`src/sv/wsfd_pkg.sv`:
```
package wsfd_pkg;

  typedef enum logic [2:0] {
    PH_HDR0  = 3'd0,
    PH_HDR1  = 3'd1,
    PH_LENHI = 3'd2,
    PH_LENLO = 3'd3,
    PH_KEY   = 3'd4,
    PH_DATA  = 3'd5
  } phase_t;

  typedef enum logic [1:0] {
    KIND_DATA    = 2'd0,
    KIND_EMPTY   = 2'd1,
    KIND_LEN64   = 2'd2,
    KIND_OVERLIM = 2'd3
  } kind_t;

  localparam logic [15:0] RESET_LIMIT = 16'd200;
  localparam logic [6:0]  LEN7_EXT16  = 7'd126;
  localparam logic [6:0]  LEN7_EXT64  = 7'd127;
  localparam logic [15:0] KEY_LAST    = 16'd3;

  typedef struct packed {
    logic        valid;
    kind_t       kind;
    logic [7:0]  data_byte;
    logic [6:0]  opcode;
    logic        last;
    logic [15:0] payload_length;
  } result_t;

endpackage

```
`src/sv/wsfd_parser.sv`:
```
module wsfd_parser (
  input  logic              clk,
  input  logic              rst_n,
  input  logic              step,
  input  logic [7:0]        rx_byte,
  input  logic [15:0]       max_payload,
  output wsfd_pkg::result_t res
);
  import wsfd_pkg::*;

  phase_t      phase_r, phase_nxt;
  logic [6:0]  frame_opcode_r, frame_opcode_nxt;
  logic        masked_r, masked_nxt;
  logic [15:0] frame_length_r, frame_length_nxt;
  logic [31:0] mask_key_r, mask_key_nxt;
  logic [15:0] byte_count_r, byte_count_nxt;

  // length as known after this byte, for the header phases that complete it
  logic [15:0] new_len;
  logic [7:0]  key_byte;
  logic        is_last;

  always_comb begin
    if (phase_r == PH_LENLO) begin
      new_len = {frame_length_r[15:8], rx_byte};
    end else begin
      new_len = {9'd0, rx_byte[6:0]};
    end
    case (byte_count_r[1:0])
      2'd0:    key_byte = mask_key_r[31:24];
      2'd1:    key_byte = mask_key_r[23:16];
      2'd2:    key_byte = mask_key_r[15:8];
      default: key_byte = mask_key_r[7:0];
    endcase
    is_last = ({1'b0, byte_count_r} + 17'd1) >= {1'b0, frame_length_r};
  end

  // next state
  always_comb begin
    phase_nxt        = phase_r;
    frame_opcode_nxt = frame_opcode_r;
    masked_nxt       = masked_r;
    frame_length_nxt = frame_length_r;
    mask_key_nxt     = mask_key_r;
    byte_count_nxt   = byte_count_r;
    case (phase_r)
      PH_HDR1: begin
        masked_nxt = rx_byte[7];
        if (rx_byte[6:0] == LEN7_EXT64) begin
          phase_nxt = PH_HDR0;
        end else if (rx_byte[6:0] == LEN7_EXT16) begin
          phase_nxt = PH_LENHI;
        end else begin
          frame_length_nxt = new_len;
          if (new_len > max_payload) begin
            phase_nxt = PH_HDR0;
          end else begin
            byte_count_nxt = 16'd0;
            if (rx_byte[7]) begin
              mask_key_nxt = 32'd0;
              phase_nxt    = PH_KEY;
            end else if (new_len == 16'd0) begin
              phase_nxt = PH_HDR0;
            end else begin
              phase_nxt = PH_DATA;
            end
          end
        end
      end
      PH_LENHI: begin
        frame_length_nxt = {rx_byte, 8'd0};
        phase_nxt        = PH_LENLO;
      end
      PH_LENLO: begin
        frame_length_nxt = new_len;
        if (new_len > max_payload) begin
          phase_nxt = PH_HDR0;
        end else begin
          byte_count_nxt = 16'd0;
          if (masked_r) begin
            mask_key_nxt = 32'd0;
            phase_nxt    = PH_KEY;
          end else if (new_len == 16'd0) begin
            phase_nxt = PH_HDR0;
          end else begin
            phase_nxt = PH_DATA;
          end
        end
      end
      PH_KEY: begin
        mask_key_nxt = {mask_key_r[23:0], rx_byte};
        if (byte_count_r == KEY_LAST) begin
          byte_count_nxt = 16'd0;
          phase_nxt      = (frame_length_r == 16'd0) ? PH_HDR0 : PH_DATA;
        end else begin
          byte_count_nxt = byte_count_r + 16'd1;
        end
      end
      PH_DATA: begin
        byte_count_nxt = byte_count_r + 16'd1;
        if (is_last) begin
          phase_nxt = PH_HDR0;
        end
      end
      default: begin
        frame_opcode_nxt = rx_byte[6:0];
        phase_nxt        = PH_HDR1;
      end
    endcase
  end

  // result for this byte
  always_comb begin
    res.valid          = 1'b0;
    res.kind           = KIND_DATA;
    res.data_byte      = 8'd0;
    res.opcode         = frame_opcode_r;
    res.last           = 1'b1;
    res.payload_length = 16'd0;
    case (phase_r)
      PH_HDR1: begin
        if (rx_byte[6:0] == LEN7_EXT64) begin
          res.valid = 1'b1;
          res.kind  = KIND_LEN64;
        end else if (rx_byte[6:0] != LEN7_EXT16) begin
          if (new_len > max_payload) begin
            res.valid          = 1'b1;
            res.kind           = KIND_OVERLIM;
            res.payload_length = new_len;
          end else if (!rx_byte[7] && new_len == 16'd0) begin
            res.valid = 1'b1;
            res.kind  = KIND_EMPTY;
          end
        end
      end
      PH_LENLO: begin
        if (new_len > max_payload) begin
          res.valid          = 1'b1;
          res.kind           = KIND_OVERLIM;
          res.payload_length = new_len;
        end else if (!masked_r && new_len == 16'd0) begin
          res.valid = 1'b1;
          res.kind  = KIND_EMPTY;
        end
      end
      PH_KEY: begin
        if (byte_count_r == KEY_LAST && frame_length_r == 16'd0) begin
          res.valid = 1'b1;
          res.kind  = KIND_EMPTY;
        end
      end
      PH_DATA: begin
        res.valid          = 1'b1;
        res.kind           = KIND_DATA;
        res.data_byte      = masked_r ? (rx_byte ^ key_byte) : rx_byte;
        res.last           = is_last;
        res.payload_length = frame_length_r;
      end
      default: begin
        res.valid = 1'b0;
      end
    endcase
  end

  always_ff @(posedge clk) begin
    if (!rst_n) begin
      phase_r        <= PH_HDR0;
      frame_opcode_r <= 7'd0;
      masked_r       <= 1'b0;
      frame_length_r <= 16'd0;
      mask_key_r     <= 32'd0;
      byte_count_r   <= 16'd0;
    end else if (step) begin
      phase_r        <= phase_nxt;
      frame_opcode_r <= frame_opcode_nxt;
      masked_r       <= masked_nxt;
      frame_length_r <= frame_length_nxt;
      mask_key_r     <= mask_key_nxt;
      byte_count_r   <= byte_count_nxt;
    end
  end

endmodule

```
`src/sv/websocket_frame_deframer_top.sv`:
```
// WebSocket frame deframer.
// Input channel (in_valid / in_stall / in_rx_byte): one received stream byte
// per item. Output channel (out_valid / out_stall / out_*): zero or one result
// per byte - a payload byte (unmasked), an empty-frame marker, or a rejection
// of a 64-bit length or of a length above the limit. out_last marks the final
// result of a frame.
// Config channel (cfg_valid / cfg_ready / cfg_max_payload): the payload limit,
// always ready; write it only while no bytes are in flight.
// Path: a byte accepted into the input register has its result moved into the
// output register once that register is free. Throughput: one byte per cycle
// while out_stall holds no result; the input and output registers split the
// path, so a byte is taken while a result waits if the input register is empty.
// Stall: when out_stall holds a result and the input register is full,
// in_stall rises in the same cycle; nothing is dropped.
// Reset (synchronous, rst_n low): parser waits for a first header byte, the
// limit returns to 200, both channels are empty.
module websocket_frame_deframer_top (
  input  logic        clk,
  input  logic        rst_n,
  input  logic        in_valid,
  output logic        in_stall,
  input  logic [7:0]  in_rx_byte,
  output logic        out_valid,
  input  logic        out_stall,
  output logic [1:0]  out_kind,
  output logic [7:0]  out_data_byte,
  output logic [6:0]  out_opcode,
  output logic        out_last,
  output logic [15:0] out_payload_length,
  input  logic        cfg_valid,
  output logic        cfg_ready,
  input  logic [15:0] cfg_max_payload
);
  import wsfd_pkg::*;

  logic        in_valid_r;
  logic [7:0]  in_byte_r;
  logic [15:0] max_payload_r;
  logic        out_valid_r;
  logic [1:0]  out_kind_r;
  logic [7:0]  out_data_byte_r;
  logic [6:0]  out_opcode_r;
  logic        out_last_r;
  logic [15:0] out_payload_length_r;

  logic        out_free;
  logic        adv;
  result_t     res;

  assign out_free  = !out_valid_r || !out_stall;
  assign adv       = in_valid_r && out_free;
  assign in_stall  = in_valid_r && !out_free;
  assign cfg_ready = 1'b1;

  wsfd_parser u_parser (
    .clk         (clk),
    .rst_n       (rst_n),
    .step        (adv),
    .rx_byte     (in_byte_r),
    .max_payload (max_payload_r),
    .res         (res)
  );

  always_ff @(posedge clk) begin
    if (!rst_n) begin
      in_valid_r    <= 1'b0;
      out_valid_r   <= 1'b0;
      max_payload_r <= RESET_LIMIT;
    end else begin
      if (cfg_valid) begin
        max_payload_r <= cfg_max_payload;
      end
      if (in_valid && !in_stall) begin
        in_valid_r <= 1'b1;
      end else if (adv) begin
        in_valid_r <= 1'b0;
      end
      if (adv) begin
        out_valid_r <= res.valid;
      end else if (!out_stall) begin
        out_valid_r <= 1'b0;
      end
    end
  end

  always_ff @(posedge clk) begin
    if (in_valid && !in_stall) begin
      in_byte_r <= in_rx_byte;
    end
    if (adv && res.valid) begin
      out_kind_r           <= res.kind;
      out_data_byte_r      <= res.data_byte;
      out_opcode_r         <= res.opcode;
      out_last_r           <= res.last;
      out_payload_length_r <= res.payload_length;
    end
  end

  assign out_valid          = out_valid_r;
  assign out_kind           = out_kind_r;
  assign out_data_byte      = out_data_byte_r;
  assign out_opcode         = out_opcode_r;
  assign out_last           = out_last_r;
  assign out_payload_length = out_payload_length_r;

endmodule
```
`config.mk`:
```
export PLATFORM = sky130hd
export DESIGN_NAME = websocket_frame_deframer_top
export DESIGN_NICKNAME = d
export VERILOG_FILES = /design/src/sv/wsfd_pkg.sv /design/src/sv/wsfd_parser.sv /design/src/sv/websocket_frame_deframer_top.sv
export SDC_FILE = /design/constraint.sdc
export NUM_CORES = 1
export LEC_CHECK = 0
export ABC_AREA = 1
export ABC_CLOCK_PERIOD_IN_PS = 3500
export BUFFER_PORTS_ARGS = -buffer_cell sky130_fd_sc_hd__buf_2
export CAP_MARGIN = 15
export CORE_MARGIN = 2
export CORE_UTILIZATION = 50
export DETAILED_ROUTE_END_ITERATION = 7
export PLACE_DENSITY = 0.76
export SYNTH_ARGS = -nofsm -noshare
export SYNTH_HDL_FRONTEND = slang
export SYNTH_SLANG_ARGS = --single-unit
```
`constraint.sdc`:
```
create_clock -name clk -period 3.5 [get_ports clk]
set_input_delay 0 -clock clk [delete_from_list [all_inputs] [get_ports clk]]
set_output_delay 0 -clock clk [all_outputs]
set_load 0.1 [all_outputs]
```
[After elaboration in Yosys (flattened, before gate mapping)]
Cells that the tools add are included.
Storage, ports and cells
  memories: 0
  memory bits (writable): 0
  register bits after elaboration: 135
  output and inout port bits: 37
  latch bits: 0
  bits in read-only memories: 0
  input port bits: 29
Operators by class
  equality and inequality tests: 20
  $lt $le $gt $ge: 2
  mux-type cells: 46
  shift operators: 0
  bitwise gates (word level): 2
  reduce and logical (&&, ||, !) cells: 28
  $mul: 0
  divide/modulo/power cells: 0
  add/sub/neg operators: 2
Operators by type and width (count)
  32-bit 2-to-1 mux: 6
  16-bit 2-to-1 mux: 10
  16-bit one-hot mux with 3 select lines: 2
  32-bit one-hot mux with 3 select lines: 1
  16-bit one-hot mux with 4 select lines: 1
  3-bit 2-to-1 mux: 17
  16-bit zero test: 2
  8-bit one-hot mux with 3 select lines: 1
  16-bit by 1-bit adder with 17-bit output (second input constant): 1
  17-bit by 16-bit greater-or-equal comparator with 1-bit output: 1
  16-bit by 1-bit adder with 16-bit output (second input constant): 1
  16-bit by 2-bit == test with 1-bit output (second input constant): 1
  16-bit greater-than comparator: 1
  3-bit one-hot mux with 5 select lines: 1
  7-bit == test (second input constant): 2
  2-bit inequality test (second input constant): 5
  8-bit 2-to-1 mux: 1
  2-bit by 1-bit inequality test with 1-bit output (second input constant): 4
  4-bit AND reduction: 2
  8-bit AND reduction: 1
  8-bit bitwise XOR: 1
  1-bit logical AND: 7
  7-bit inequality test (second input constant): 1
  3-bit by 2-bit == test with 1-bit output (second input constant): 2
  other kinds (17): 28

[Logic depth before layout (Yosys ltp)]
  depth after elaboration: 10
  mapped depth: 23
  mapped depth without buffers: 20

[Modules after synthesis]
From an unflattened synthesis, not the netlist that was laid out.
Unflattened totals
  cells, all modules: 948
  area total of the unflattened synthesis: 7125.6 sq um
By module, submodules not included
  wsfd_parser: cells an instance 819, sequential area each 1501.4 sq um, times used 1, area each 5202.5 sq um
  websocket_frame_deframer_top: cells an instance 129, sequential area each 1621.6 sq um, times used 1, area each 1923.1 sq um

[Least setup slack after synthesis]
Ideal clock, no wire load.
  path type: register to register
  start point: register u_parser.phase_r[0]
  end point: register out_data_byte_r[0], in the netlist out_data_byte[0], enable pin
  path buffers: 1
  arrival time: 2.526 ns
  setup time: 0.389 ns
  setup slack: 0.585 ns
  required time: 3.111 ns
  cell stages (with the launch flop): 17
  cells stage by stage: dfxtp_1 nand2_1 nor2_4 inv_2 buf_2 nor2_1 ha_1 nand2_1 nor3_2 nand2_1 nand2_1 nand2_1 nand2_1 a21oi_1 nand2_1 nand2_1 inv_1
Between the ends
  longest elaborated chain between the ends: 10
  elaborated cells on any way between the ends: 17
Ends and longest elaborated chain
  from (decl): line wsfd_parser.sv:11  | phase_t phase_r, phase_nxt;
  from (signal assigned): line wsfd_parser.sv:174  | phase_r <= phase_nxt;
  parallel branches: the longest is 8 deep, another holds 16-bit greater-than comparator
  1-bit one-hot mux with 4 select lines *: line wsfd_parser.sv:120  | case (phase_r)
  1-bit logical AND *: line websocket_frame_deframer_top.sv:90  | if (adv && res.valid) begin
  to (signal assigned): line websocket_frame_deframer_top.sv:92  | out_data_byte_r <= res.data_byte;
  to (decl): line websocket_frame_deframer_top.sv:41  | logic [7:0] out_data_byte_r;
Mark *: on every way between the ends.
A chain may end at the register's enable or synchronous reset.

[Final worst setup path]
  start point: register u_parser.phase_r[0]
  end point: register out_opcode_r[6], in the netlist out_opcode[6], enable pin
Between the ends
  longest elaborated chain between the ends: 10
  elaborated cells on any way between the ends: 17
Ends and longest elaborated chain
  parallel branches: the longest is 8 deep, another holds 16-bit greater-than comparator
  1-bit one-hot mux with 4 select lines *: line wsfd_parser.sv:120
  1-bit logical AND *: line websocket_frame_deframer_top.sv:90
  to (signal assigned): line websocket_frame_deframer_top.sv:93  | out_opcode_r <= res.opcode;
  to (decl): line websocket_frame_deframer_top.sv:42  | logic [6:0] out_opcode_r;
Marks and branches as above.

==> results.py <==
metrics = {
    "run_status": {
        "status": "finished clean",
    },
    "critical_path": {
        "crit_slowest_cell": "dfxtp_1",
        "startpoint_type": "flip-flop",
        "cp-end-kind": "flip-flop",
        "cp_max_fo": 24,
        "crit_family": "simple AND/OR/NAND/NOR gates",
        "worstPathRequired_ps": 3590,
        "crit_top_cell": "nand2_1",
        "path_class": "reg2reg",
        "arrival_ps": 3220,
        "worst-path-buf-inv": 3,
        "cp_slowest_stage_delay_ps": 430,
        "crit_chain": "nand2_1, nor2_4, nand2_1, inv_1, ha_1, nand2_1, nor2_1, nand2_1, nand2_1, nand2_1, nand2_1, nand2_1, nand2_1, a21oi_1, nand2_1, nand2_1, inv_1, buf_4",
    },
    "clock_network": {
        "clk_latency_ps": 420,
        "cts_buffer_depth": 2,
        "post_cts_resized": 0,
        "cts_buffers": 17,
        "clkTransAtPathRegs_ps": 60,
        "cts.sinks": 135,
        "cts_tree": "yes",
        "clockRootBuffer": "clkbuf_16",
        "htree_num_levels": 4,
    },
    "floorplanning": {
        "die_w_um": 122,
        "pin_count": 66,
        "die_area_mm2": 0.0150,
        "die_y_um": 122,
        "rows": 43,
        "initial_core_util_pct": 51.0,
        "core_mm2": 0.0138,
    },
    "finish": {
        "layout_common_cells": "189 x nand2_1, 93 x dfxtp_1, 92 x nor2_1, 87 x inv_1, 80 x a21oi_1",
        "nets": 1064,
        "diodes": 0,
        "drive_gt1_share_pct": 16.7,
        "final_common_cell": "nand2_1",
        "fillers": 1190,
        "syn2layout_area_growth_pct": 20.8,
    },
    "sta": {
        "fin_crit_sh_pct": 89.5,
        "hold_viol_final": 0,
        "tightest_slew_ps": 743,
        "finalWorstSetupSlack_ps": 369,
        "min_period_ps": 3130,
        "rsz0062_at_grt": "false",
        "fin_hold_ws_ps": 188,
        "max_slew_margin_pct": 50.4,
        "fmax_ghz": 0.319,
        "tns_ps": 0,
        "drv_slew": 0,
        "setup_viol": 0,
        "finalClockSkew_ps": 8.82,
    },
    "synth": {
        "synthMuxAreaShare_pct": 0,
        "syn_inst": 904,
        "yosys.area_share.adder_pct": 6.60,
        "synth_fp_nets": 970,
        "synth.distinct_cells": 38,
        "synth_xor_area_share_pct": 1.75,
        "syn-mean-instance-area_um2": 7.76,
        "ys_seq_area_share_pct": 44.5,
        "synth_area_leader_cell": "dfxtp_1",
        "synth_flop_cell": "dfxtp_1",
        "yosysTopAreaCellShare_pct": 26.5,
        "synth_compound_area_share_pct": 12.8,
        "synth_top_family_by_area": "simple AND/OR/NAND/NOR gates",
        "synthSimpleGateAreaFrac_pct": 26.0,
        "synth.cell_area_mm2": 0.00702,
        "synth-async-reset-ratio_pct": 0,
        "yosys-top-cells-area": "dfxtp_1 27%, edfxtp_1 18%, nand2_1 10%",
        "ys_seq_elements": 135,
        "ys_warn_count": 0,
        "synth_enable_flop_cells": 42,
    },
    "drt": {
        "num_vias": 6378,
        "topRoutingLayerUsed": "met4",
        "drt-pass1-iter-count": 5,
        "routed_wl_um": 17900,
        "wl_met1_um": 8200,
        "ant_nets": 0,
        "dr_wl_met3_um": 1190,
        "wl_per_cell_um": 15.1,
        "vias_per_cell": 5.36,
        "drc": 0,
        "dr_wl_met2_um": 8130,
        "dr.first_iter.drc_count": 553,
    },
    "global_routing": {
        "grt_pass1_wl_um": 28900,
        "grtUsageTotal_pct": 25.1,
        "grt_antenna_before_repair": 0,
        "overflow": 0,
        "grt_pass1_vias": 5847,
        "grt_max_degree": 56,
    },
    "power_and_ir_drop": {
        "p_total_mw": 3.96,
        "ir_worst_vdd_v": 0.000336,
        "power_density_mw_per_mm2": 467,
        "p_leak_nw": 3.47,
    },
    "place": {
        "dp_slack_ps": 428,
        "gp_congestion": 0.993,
        "portBuffers": 64,
        "post-dp-hpwl_um": 12300,
    },
    "worst_hold_path": {
        "holdCritPathClass": "in2reg",
    },
    "flow_run": {
        "maxCapViolations": 0,
    },
}
metal layers:
layer  vias to the layer above  GRT usage [%]
met1                      2919           34.1
met3                        38           4.97
met4                         0           9.34
met5                         -              0
li1                       3183              -
met2                       238           39.8
cells in the mapped netlist, types with 2 or more instances:
master and n:
a211oi_1 16, a21oi_1 80, a31oi_1 8, buf_1 4
buf_2 3, buf_4 3, buf_6 5, clkbuf_1 26
dfxtp_1 93, edfxtp_1 42, ha_1 37, inv_1 87
inv_2 13, nand2_1 189, nand2_2 2, nand3_1 56
nand4_1 9, nor2_1 92, nor2_2 33, nor2_4 3
nor3_1 20, nor3_2 3, nor4_1 3, o21ai_0 46
o32ai_1 6, xnor2_1 2, xor2_1 12
cells by family after synthesis:
logic type      Yosys count
compound gates          162
xor+xnor                 14
fa+ha+maj                37
buf+inv                 141
flops                   135
other cells               1
simple gates            414
power breakdown:
group          switching (mW)  internal [mW]
clock network           0.727           1.16
logic                   0.232          0.135
registers              0.0442           1.66
total                    1.00           2.96
through the flow:
step                util [%]  instance area, µm²  instances
finish                  61.5                8480       1191
global route            61.5                8480       1191
CTS                     61.5                8480       1191
detailed placement      54.4                7500       1124
global placement        54.4                7500       1124
floorplan                  -                7020        904
layout make-up:
cell class                      count  area, µm²  share of cell area [%]
Clock inverter                     14        189                    2.23
Timing Repair Buffer              116        811                    9.57
Clock buffer                       18        439                    5.18
Sequential cell                   135       3120                    36.8
Multi-Input combinational cell    628       3310                    39.1
Inverter                          100        375                    4.43
Tap cell                          180        225                    2.66
registers in the layout (all words and copies together), names as in the netlist:
register,count
out_data_byte,8
u_parser.byte_count_r,16
out_payload_length,16
in_byte_r,8
out_last,1
max_payload_r,16
out_opcode,7
out_kind,2
u_parser.frame_length_r,16
out_valid,1
in_valid_r,1
u_parser.masked_r,1
u_parser.frame_opcode_r,7
u_parser.phase_r,3
u_parser.mask_key_r,32
tightest hold or removal path, delay by kind of cell:
kind,cells,cell delay (ps)
AND/OR/NAND/NOR,2,170
buffers and inverters,2,390
timing repair:
action,CTS,global route
setup buffers,0,0
hold buffers,35,0
endpoints found under the setup margin,0,0
hold endpoints to repair,26,0
final timing paths:
path | from | endpoint | slack [ps] | cells past startpoint
max | u_parser.phase_r[0] | out_opcode[6] | 370 | 18
min | rst_n | u_parser.mask_key_r[10] | 190 | 4
max reg2reg | u_parser.phase_r[0] | out_opcode[6] | 370 | 18
min reg2reg | u_parser.frame_opcode_r[4] | out_opcode[4] | 420 | 0
Note: power is estimated with default switching activity, not from simulation.
